`config.mk`:
```
export PLATFORM = sky130hd
export DESIGN_NAME = i2c_register_transfer_sequencer
export DESIGN_NICKNAME = d
export VERILOG_FILES = /design/src/hw/rtl/irts_pkg.sv /design/src/hw/rtl/irts_core.sv /design/src/hw/rtl/irts_out_reg.sv /design/src/hw/rtl/i2c_register_transfer_sequencer.sv
export SDC_FILE = /design/constraint.sdc
export NUM_CORES = 1
export LEC_CHECK = 0
export BUFFER_PORTS_ARGS = -buffer_cell sky130_fd_sc_hd__buf_2
export CAP_MARGIN = 10
export CORE_AREA = 2 2 101 103
export CTS_CLUSTER_SIZE = 25
export DETAILED_ROUTE_END_ITERATION = 10
export DIE_AREA = 0 0 103 105
export HOLD_SLACK_MARGIN = 0.06
export PLACE_DENSITY = 0.8
export SYNTH_ARGS = -nofsm -noshare
export SYNTH_HDL_FRONTEND = slang
export SYNTH_HIERARCHICAL = 1
export SYNTH_SLANG_ARGS = --single-unit
export TNS_END_PERCENT = 30
```
`constraint.sdc`:
```
create_clock -name clk -period 2.71 [get_ports clk]
set_input_delay 0.4065 -clock clk [delete_from_list [all_inputs] [get_ports clk]]
set_output_delay 0.4065 -clock clk [all_outputs]
set_load 0.01 [all_outputs]
```
`src/hw/rtl/irts_pkg.sv`:
```
// Package for the I2C register transfer sequencer.
// Holds the item structs, operation codes, start kinds and phase flag bits.
// No dependencies.
`default_nettype none

package irts_pkg;

  typedef enum logic [1:0] {
    OP_START = 2'd0,
    OP_READY = 2'd1,
    OP_NACK  = 2'd2,
    OP_RSVD  = 2'd3
  } op_t;

  typedef enum logic [1:0] {
    START_NONE = 2'd0,
    START_TX   = 2'd1,
    START_RX   = 2'd2,
    START_RSVD = 2'd3
  } start_kind_t;

  // Phase flag bits.
  localparam logic [3:0] PH_READ   = 4'h1;
  localparam logic [3:0] PH_WIDE   = 4'h2;
  localparam logic [3:0] PH_LOWADR = 4'h4;
  localparam logic [3:0] PH_REPST  = 4'h8;

  typedef struct packed {
    op_t         operation;
    logic [7:0]  device_id;
    logic [7:0]  transfer_code;
    logic [15:0] mem_address;
    logic [7:0]  tx_byte;
    logic [7:0]  rx_byte;
  } in_item_t;

  typedef struct packed {
    start_kind_t start_kind;
    logic [6:0]  slave_address;
    logic        send_valid;
    logic [7:0]  send_byte;
    logic        store_valid;
    logic [7:0]  store_byte;
    logic [6:0]  byte_index;
    logic        stop_request;
    logic        done_res;
    logic        nack_error;
  } out_item_t;

endpackage

`default_nettype wire

```
`src/hw/rtl/irts_core.sv`:
```
// Transfer state registers and the next-state and result logic for one item.
// Depends on irts_pkg.
`default_nettype none

module irts_core (
  input  wire logic               clk,
  input  wire logic               rst,
  input  wire logic               step_en,
  input  wire irts_pkg::in_item_t item,
  output irts_pkg::out_item_t     result
);
  import irts_pkg::*;

  logic [3:0]  phase_flags;
  logic [3:0]  phase_flags_next;
  logic [7:0]  bytes_left;
  logic [7:0]  bytes_left_next;
  logic [15:0] target_address;
  logic [15:0] target_address_next;
  logic [6:0]  buffer_position;
  logic [6:0]  buffer_position_next;
  logic [6:0]  slave_latch;
  logic [6:0]  slave_latch_next;
  logic [3:0]  phase_low_cleared;

  always_comb begin
    phase_flags_next     = phase_flags;
    bytes_left_next      = bytes_left;
    target_address_next  = target_address;
    buffer_position_next = buffer_position;
    slave_latch_next     = slave_latch;
    phase_low_cleared    = phase_flags & ~PH_LOWADR;
    result               = '0;
    result.start_kind    = START_NONE;

    unique case (item.operation)
      OP_START: begin
        phase_flags_next = PH_LOWADR
                         | (item.transfer_code[0] ? PH_WIDE : 4'h0)
                         | (item.device_id[0] ? PH_READ : 4'h0);
        bytes_left_next      = {1'b0, item.transfer_code[7:1]} + 8'd1;
        target_address_next  = item.mem_address;
        buffer_position_next = '0;
        slave_latch_next     = item.device_id[7:1];
        result.start_kind    = START_TX;
        result.slave_address = item.device_id[7:1];
      end
      OP_READY: begin
        priority if (phase_flags == 4'h0) begin
          // Write data phase; also the idle phase before any start.
          if (bytes_left != 8'd0) begin
            result.send_valid    = 1'b1;
            result.send_byte     = item.tx_byte;
            result.byte_index    = buffer_position;
            buffer_position_next = buffer_position + 7'd1;
            bytes_left_next      = bytes_left - 8'd1;
          end else begin
            result.stop_request = 1'b1;
            result.done_res     = 1'b1;
          end
        end else if (phase_flags == PH_READ) begin
          if (bytes_left != 8'd0) begin
            result.store_valid   = 1'b1;
            result.store_byte    = item.rx_byte;
            result.byte_index    = buffer_position;
            buffer_position_next = buffer_position + 7'd1;
            bytes_left_next      = bytes_left - 8'd1;
            // Stop is requested ahead of the last byte.
            result.stop_request  = (bytes_left == 8'd2);
            result.done_res      = (bytes_left == 8'd1);
          end
        end else if ((phase_flags & PH_WIDE) != 4'h0) begin
          result.send_valid = 1'b1;
          result.send_byte  = target_address[15:8];
          phase_flags_next  = phase_flags & ~PH_WIDE;
        end else if ((phase_flags & PH_LOWADR) != 4'h0) begin
          result.send_valid = 1'b1;
          result.send_byte  = target_address[7:0];
          phase_flags_next  = (phase_low_cleared != 4'h0) ?
                              (phase_low_cleared | PH_REPST) : phase_low_cleared;
        end else begin
          // Only the repeated start remains pending.
          phase_flags_next     = phase_flags & ~PH_REPST;
          result.start_kind    = START_RX;
          result.slave_address = slave_latch;
          // A single-byte read stops right after its one byte.
          result.stop_request  = (bytes_left == 8'd1);
        end
      end
      OP_NACK: begin
        result.stop_request = 1'b1;
        result.nack_error   = 1'b1;
      end
      OP_RSVD: begin
      end
    endcase
  end

  always_ff @(posedge clk) begin
    if (rst) begin
      phase_flags     <= '0;
      bytes_left      <= '0;
      target_address  <= '0;
      buffer_position <= '0;
      slave_latch     <= '0;
    end else if (step_en) begin
      phase_flags     <= phase_flags_next;
      bytes_left      <= bytes_left_next;
      target_address  <= target_address_next;
      buffer_position <= buffer_position_next;
      slave_latch     <= slave_latch_next;
    end
  end

endmodule

`default_nettype wire

```
`src/hw/rtl/irts_out_reg.sv`:
```
// Result register of the sequencer with its valid/ready handshake.
// Depends on irts_pkg.
`default_nettype none

module irts_out_reg (
  input  wire logic                clk,
  input  wire logic                rst,
  input  wire logic                load,
  input  wire irts_pkg::out_item_t load_item,
  output logic                     can_load,
  output logic                     out_valid,
  input  wire logic                out_ready,
  output irts_pkg::out_item_t      out_item
);
  import irts_pkg::*;

  // A new result may replace the held one in the cycle it is taken.
  assign can_load = !out_valid || out_ready;

  always_ff @(posedge clk) begin
    if (rst) begin
      out_valid <= 1'b0;
    end else if (load) begin
      out_valid <= 1'b1;
    end else if (out_ready) begin
      out_valid <= 1'b0;
    end
  end

  always_ff @(posedge clk) begin
    if (load) begin
      out_item <= load_item;
    end
  end

endmodule

`default_nettype wire

```
`src/hw/rtl/i2c_register_transfer_sequencer.sv`:
```
// Top level of the I2C register transfer sequencer: input register, core, result register.
// Depends on irts_pkg, irts_core and irts_out_reg.
//
//   channel  handshake             payload
//   input    in_valid / in_ready   in_item  (irts_pkg::in_item_t)
//   output   out_valid / out_ready out_item (irts_pkg::out_item_t)
//
// Each item gives exactly one result, which passes through the input register
// and then the result register around the core's combinational result logic;
// one item is taken every cycle while the output is not stalled.
// Reset clears the transfer state to zero and empties both registers.
// A stalled output holds its result; the input register fills and then
// in_ready drops until the result is taken.
`default_nettype none

module i2c_register_transfer_sequencer (
  input  wire logic               clk,
  input  wire logic               rst,
  input  wire logic               in_valid,
  output logic                    in_ready,
  input  wire irts_pkg::in_item_t in_item,
  output logic                    out_valid,
  input  wire logic               out_ready,
  output irts_pkg::out_item_t     out_item
);
  import irts_pkg::*;

  logic      stage_valid;
  in_item_t  stage_item;
  out_item_t step_result;
  logic      can_load;
  logic      advance;

  assign advance  = stage_valid && can_load;
  assign in_ready = !stage_valid || advance;

  always_ff @(posedge clk) begin
    if (rst) begin
      stage_valid <= 1'b0;
    end else if (in_ready) begin
      stage_valid <= in_valid;
    end
  end

  always_ff @(posedge clk) begin
    if (in_ready && in_valid) begin
      stage_item <= in_item;
    end
  end

  irts_core u_core (
    .clk     (clk),
    .rst     (rst),
    .step_en (advance),
    .item    (stage_item),
    .result  (step_result)
  );

  irts_out_reg u_out (
    .clk       (clk),
    .rst       (rst),
    .load      (advance),
    .load_item (step_result),
    .can_load  (can_load),
    .out_valid (out_valid),
    .out_ready (out_ready),
    .out_item  (out_item)
  );

endmodule

`default_nettype wire
```
==> results of run 1 <==
==> logic make-up (layout without fill, tap and decap cells) <==
family / count (synthesis) / in the layout / synth area share, %
and+or+nand+nor: 135 / 135 / 13.66
xor gates and xnor gates: 3 / 3 / 0.5016
AOI/OAI and AO/OA: 98 / 98 / 12.44
adders and majority gates: 9 / 9 / 2.150
DFF: 131 / 131 / 66.68
buffers and inverters: 37 / 188 / 3.033
muxes: 8 / 8 / 1.529
==> cell usage in the layout, fill, tap and decap left out, types with 6 or more instances in the layout <==
cell type / n
a21oi_1: 37
a22o_1: 8
and2_1: 9
and3_1: 10
buf_2: 92
buf_4: 8
clkbuf_16: 16
dfxtp_1: 44
dlygate4sd3_1: 42
edfxtp_1: 87
ha_1: 9
inv_1: 13
mux2i_1: 8
nand2_1: 57
nand3_1: 11
nor2_1: 10
nor3_1: 11
o21a_1: 6
o21ai_0: 8
o2bb2ai_1: 7
o31ai_1: 9
==> metrics by stage <==
step,std cells,utilization (%),instance area (um2),power [mW],setup WS (ns)
4_1_cts,703,70.83,6828,4.915,0.3878
3_5_place_dp,631,60.37,5819,2.575,0.4569
2_1_floorplan,421,-,5239,2.466,0.3759
5_1_grt,705,71.04,6848,5.064,0.2139
3_3_place_gp,631,60.37,5819,2.564,0.5499
6_report,705,71.04,6848,4.913,0.3806
==> worst max-delay path: stages (launching register included) <==
cell     delay [ns]
dfxtp_1        0.33
inv_1          0.13
ha_1           0.25
or3b_2         0.57
o21ai_0        0.33
nor2_1         0.23
a22o_1         0.25
==> power groups by stage <==
stage	registers [mW]	clock network [mW]	logic [mW]
after floorplan	2.30	0	0.165
after global placement	2.30	0	0.265
after detailed placement	2.30	0	0.274
after CTS	2.26	2.33	0.320
after global routing	2.27	2.44	0.359
final	2.26	2.32	0.328
==> registers in the layout (all words and copies together), names as in the netlist <==
| signal | cells |
|---|---|
| stage_item | 50 |
| u_out/out_item | 37 |
| u_core/target_address | 16 |
| u_core/bytes_left | 8 |
| u_core/buffer_position | 7 |
| u_core/slave_latch | 7 |
| u_core/phase_flags | 4 |
| stage_valid | 1 |
| u_out/out_valid | 1 |
==> worst min-delay path by stage <==
stage | startpoint | end | cells past startpoint | slack [ns]
6_report | in_item[4] | stage_item[4] | 1 | 0.08
5_1_grt | in_item[7] | stage_item[7] | 1 | 0.06
4_1_cts | in_item[4] | stage_item[4] | 1 | 0.06
3_5_place_dp | u_core/target_address[5] | u_core/target_address[5] | 2 | 0.45
3_3_place_gp | u_core/slave_latch[1] | u_core/slave_latch[1] | 2 | 0.44
2_1_floorplan | u_core/target_address[0] | u_core/target_address[0] | 2 | 0.44
==> layer usage <==
layer	vias to the layer above	GRT usage [%]
met5	-	0
met4	0	9.962
met3	28	6.221
met2	156	39.10
met1	1817	24.89
li1	1833	-
==> cell type report <==
| class | count | area (um2) |
|---|---|---|
| flip-flops and latches | 131 | 3493 |
| fillers | 663 | 2791 |
| multi-input cells | 253 | 1587 |
| repair buffers | 142 | 940.9 |
| clock buffers | 17 | 414.1 |
| clock inverters | 15 | 193.9 |
| well taps | 133 | 166.4 |
| inverters | 14 | 52.55 |
==> what timing repair did <==
action	CTS	global route
hold buffers	40	2
resized for setup	0	0
hold endpoints to repair	40	2
buffers inserted	0	0
setup endpoints to repair	0	0
==> summary.md, run 1 <==
| Metric | Value |
|---|---|
| Status | finished clean |
| Synth area leaders | edfxtp_1 50%, dfxtp_1 17%, nand2_1 4.1%, a21oi_1 3.5%, ha_1 2.1% |
| Num CTS Buffers | 17 |
| Starting DRC count in detailed routing | around 300 |
| Reg2reg start | u_core/bytes_left[0] |
| Slew HR | roughly half |
| Sequential element share of the synthesized area | around two thirds |
| Top cell type's share of synthesized area | between 40 and 50% |
| DPL Wire Length | 7039 um |
| Vias/cell | 5.438 |
| Clock sinks | about 130 |
| P_int | roughly 3.8 mW |
| Crit. Startpoint | u_core/bytes_left[0] |
| Highest routed layer | met4 |
| Core area | between 9000 and 10000 um2 |
| Starting Density | a little over half |
| Crit path time final | 2.329 ns |
| Post-synthesis sequential element count | between 100 and 150 |
| Die area | 10820 um2 |
| ANT cells | 0 |
| Mapped Cells | approximately 420 |
| First-pass GRT wire length | ~18000 um |
| H-tree depth | 4 |
| Fmax | about 430 MHz |
| CTS Buffer Depth | 2 |
| Cell Pwr Density | 717.4 nW/um2 |
| Synth Cell Area | 5239 um2 |
| Routed wl met3 | just under 700 um |
| Switching power of the nets | ~1.1 mW |
| Worst path arrival time | 2.59 ns |
| Worst hold slack | around 0.075 ns |
| Post-synth top cells | 87 x edfxtp_1, 57 x nand2_1, 44 x dfxtp_1, 37 x a21oi_1, 17 x clkbuf_1 |
| GRT Residual Overflow | 0 |
| Sequential share of power | 46.0% |
| Antenna violations before repair | 0 |
| Final nets | just over 600 |
| Async SR Flop Fraction | 0% |
| Final wirelength | roughly 11000 um |
| Residual DRC | 0 |
| CP Max Fanout | 8 |
| Met2 routed WL | approximately 6200 um |
| Hold Violations, Final | 0 |
| Setup TNS | 0 ns |
| Gate power share | 6.7% |
| IO Count | 93 |
| DR WL/cell | about 16 um |
| Avg Cell Area, Syn | between 10 and 15 um2 |
| First drt pass iteration count | 5 |
| Chip width | between 100 and 150 um |
| Hold WC Path Type | in2reg |
| FF-to-FF setup slack | 0.38 ns |
| Worst reg2reg path depth | 6 |
| Total track usage | 22.37% |
| Fin Clk Skew | between 0.01 and 0.015 ns |
| Warnings from Yosys | 6 |
| Post-synth top area cell | edfxtp_1 |
| Core Rows | 36 |
| Port-buffer cells | 92 |
| Setup CP Type | reg2reg |
| Final-report setup violation count | 0 |
| Count leader, synth | edfxtp_1 |
| Vias in the first global route | about 3.8k |
| CTS root buffer | clkbuf_8 |
| Wl on met1 | approximately 4300 um |
| Maxcap violations | 0 |
| Worst EP required | ~3.0 ns |
| Die height | approximately 110 um |
| Area grow syn2layout | 30.71% |
| Largest net degree at the start of global routing | around 50 |
| R2R Path End | u_out/out_item[26] |
| Tcrit/Tclk final | about 86% |
| Slew @ Worst Pin | ~0.76 ns |
| Clock Pin Slew Worst Setup and Hold Paths | about 0.06 ns |
| Post-synth top flop | edfxtp_1 |
| Clk_lat worst skew | 0.52 ns |
| Routability cong. | 0.8326 |
| Layout cell share with drive strength beyond 1 | between 20% and 30% |
| Worst setup EP type | flop |
| Power share of the clock group | a little under half |
| Critical Path End | u_out/out_item[26] |
| CTS tree | yes |
| Maximum VDD drop | between 0.5 and 0.6 mV |
| Sw Ratio | between 20% and 30% |
| Syn Nets | ~480 |
| Vias | between 3k and 4k |
| Post-synth cell types | 55 |
| Startpoint Class | flop |
| RSZ-0062 raised after global routing | no |
| Final ANT Viol Nets | 0 |
| Leakage dissipation | 2.590 nW |
| Final Max Slew Viols | 0 |
| Post-synth EDFFs | 87 |
(Power assumes the default switching activity.)
==> run 2, diff against run 1 <==
- CORE_AREA: 2 2 101 103 -> 2 2 106 108
- DIE_AREA: 0 0 103 105 -> 0 0 108 110
- PLACE_DENSITY: 0.8 -> 0.74
==> run 2 against run 1 <==
Against the previous run: non-clock buffer count shrank 4; sequential cell count is the same; total power shrank 2.9%; via count grew 0.47%; global-route usage shrank 2.5 points; cell area shrank 0.79%; combinational power is essentially flat; fmax grew 1.6%; highest routed layer unchanged; clock power shrank 6%; register-to-register slack gained 0.04 ns; largest power group is now sequential cells; final cell count grew 0.43%; critical path type unchanged.
==> summary.md, run 2 (synthesized netlist as in run 1, its figures left out) <==
| Metric | Value |
|---|---|
| Layout cell share with drive strength beyond 1 | 25.70% (+0.35 points) |
| GRT Residual Overflow | 0 (unchanged) |
| Inst Count DP | 639 (+1.3%) |
| Final worst slack | 0.4170 ns (+0.03643 ns) |
| Power share of the clock group | 45.8% (-1.5 points) |
| Chip width | 108 um (+4.9%) |
| Finished Layout Cells | 708 (+0.43%) |
| Starting Density | 48.97% (-5.4 points) |
| Switching power of the nets | 1.102 mW (-1.7%) |
| First-pass GRT wire length | 17910 um (-1.9%) |
| Largest register by flop count | stage_item |
| Fin Clk Skew | 0.007710 ns (-0.003255 ns) |
| Clk_lat worst skew | 0.51 ns (about the same) |
| P_int | 3.669 mW (-3.3%) |
| Worst path arrival time | 2.55 ns (-0.04 ns) |
| Final-report setup violation count | 0 (unchanged) |
| Setup CP Type | reg2reg |
| Vias/cell | 5.441 (about the same) |
| Top flop regs | stage_item x50, u_out/out_item x37, u_core/target_address x16 |
| Maximum VDD drop | 0.4186 mV (-22%) |
| Dpl cell area | 5848 um2 (+0.49%) |
| Worst EP required | 2.97 ns (about the same) |
| Core area | 10700 um2 (+11%) |
| Vias | 3852 (+0.47%) |
| Finished Cell Area | 6794 um2 (-0.79%) |
| Setup TNS | 0 ns (unchanged) |
| Clock sinks | 131 (unchanged) |
| CTS root buffer | clkbuf_8 |
| CTS Buffer Depth | 2 (unchanged) |
| Most frequent cells in the layout | 92 x buf_2, 87 x edfxtp_1, 57 x nand2_1 |
| Die area | 11880 um2 (+9.8%) |
| Post-CTS sizing | 0 (unchanged) |
| Fmax | 436.1 MHz (+1.6%) |
| Dpl ws | 0.4603 ns (+0.003455 ns) |
| Num CTS Buffers | 17 (unchanged) |
| Post-layout util | 63.51% (-7.5 points) |
| H-tree depth | 4 (unchanged) |
| Starting DRC count in detailed routing | 223 (-27%) |
| Port-buffer cells | 92 (unchanged) |
| Final nets | 618 (-0.64%) |
| Total track usage | 19.86% (-2.5 points) |
| First drt pass iteration count | 5 (unchanged) |
| ANT cells | 0 (unchanged) |
| Gate power share | 6.8% (about the same) |
| Status | finished clean |
| Leakage dissipation | 2.571 nW (-0.75%) |
| Hold WC Path Type | in2reg |
| Cell Pwr Density | 702.2 nW/um2 (-2.1%) |
| Final ANT Viol Nets | 0 (unchanged) |
| Core Rows | 38 (+5.6%) |
| Routability cong. | 0.9147 (+9.9%) |
| Hold_buf cts | 26 (-35%) |
| Largest net degree at the start of global routing | 51 (unchanged) |
| Sw Ratio | 23.09% (+0.29 points) |
| Hold Violations, Final | 0 (unchanged) |
| Residual DRC | 0 (unchanged) |
| Vias in the first global route | 3742 (-2.3%) |
| CP Max Fanout | 8 (unchanged) |
| Max FFs per register | 50 (unchanged) |
| Clock Pin Slew Worst Setup and Hold Paths | 0.06 ns (about the same) |
| CTS tree | yes |
| DPL Wire Length | 7134 um (+1.4%) |
| Maxcap violations | 0 (unchanged) |
| Final wirelength | 11680 um (+1.7%) |
| Die height | 110 um (+4.8%) |
| Postcts setup bufs | 0 (unchanged) |
| IO Count | 93 (unchanged) |
| Tcrit/Tclk final | 84.61% (-1.3 points) |
| Final Max Slew Viols | 0 (unchanged) |
| DR WL/cell | 16.49 um (+1.3%) |
| Antenna violations before repair | 0 (unchanged) |
| Crit path time final | 2.293 ns (-0.03643 ns) |
| Slew @ Worst Pin | 0.7803 ns (+0.02234 ns) |
| Slew HR | 47.85% (-1.3 points) |
| Startpoint Class | flop |
| Most common cell after layout, fill and taps aside | buf_2 |
| RSZ-0062 raised after global routing | no |
| Worst setup EP type | flop |
| Area grow syn2layout | 29.69% |
| Sequential share of power | 47.4% (+1.4 points) |
run 2: cell count changes in the layout (fill, tap and decap cells not counted), sizes merged:
cell         change
buf              +1
bufinv           -2
clkbuf           +3
clkinv           +3
clkinvlp         -2
dlygate4sd3      -5
inv              -2
run 2: cell type report:
type,count,area [um2]
well taps,140,175.2
clock buffers,20,455.4
repair buffers,138,910.9
multi-input cells,253,1587
inverters,14,52.55
clock inverters,12,120.1
flip-flops and latches,131,3493
fillers,830,3904
run 2: metrics by stage:
step	hold WS [ns]	total power, mW
after floorplan	0.4357	2.466
after global placement	0.4419	2.568
after detailed placement	0.4465	2.579
after CTS	0.06044	4.775
after global routing	0.06551	4.930
final	0.08411	4.771
run 2: worst max-delay path: stages, from the launching register on:
cell and delay (ns):
dfxtp_1 0.33, inv_1 0.13, ha_1 0.24, or3b_2 0.57
o21ai_0 0.31, nor2_1 0.22, a22o_1 0.24
run 2: metal layers:
metal | share of wire [%] | track usage [%] | vias to the layer above
met3 | 5.9 | 4.586 | 20
met4 | 1.7 | 7.784 | 0
met1 | 40 | 24.11 | 1859
li1 | - | - | 1824
met5 | 0 | 0 | -
met2 | 52 | 34.55 | 149
run 2: final timing paths:
| check | from | to | slack (ns) | cells after the start |
|---|---|---|---|---|
| max | u_core/bytes_left[0] | u_out/out_item[26] | 0.42 | 6 |
| min | in_item[3] | stage_item[3] | 0.08 | 1 |
| max reg2reg | u_core/bytes_left[0] | u_out/out_item[26] | 0.42 | 6 |
| min reg2reg | u_core/target_address[3] | u_core/target_address[3] | 0.46 | 2 |
run 2: power groups by stage:
stage | clock (mW) | sequential [mW] | combinational (mW)
floorplan | 0 | 2.30 | 0.165
global placement | 0 | 2.30 | 0.270
detailed placement | 0 | 2.30 | 0.278
CTS | 2.21 | 2.26 | 0.309
global route | 2.31 | 2.27 | 0.356
finish | 2.18 | 2.26 | 0.325
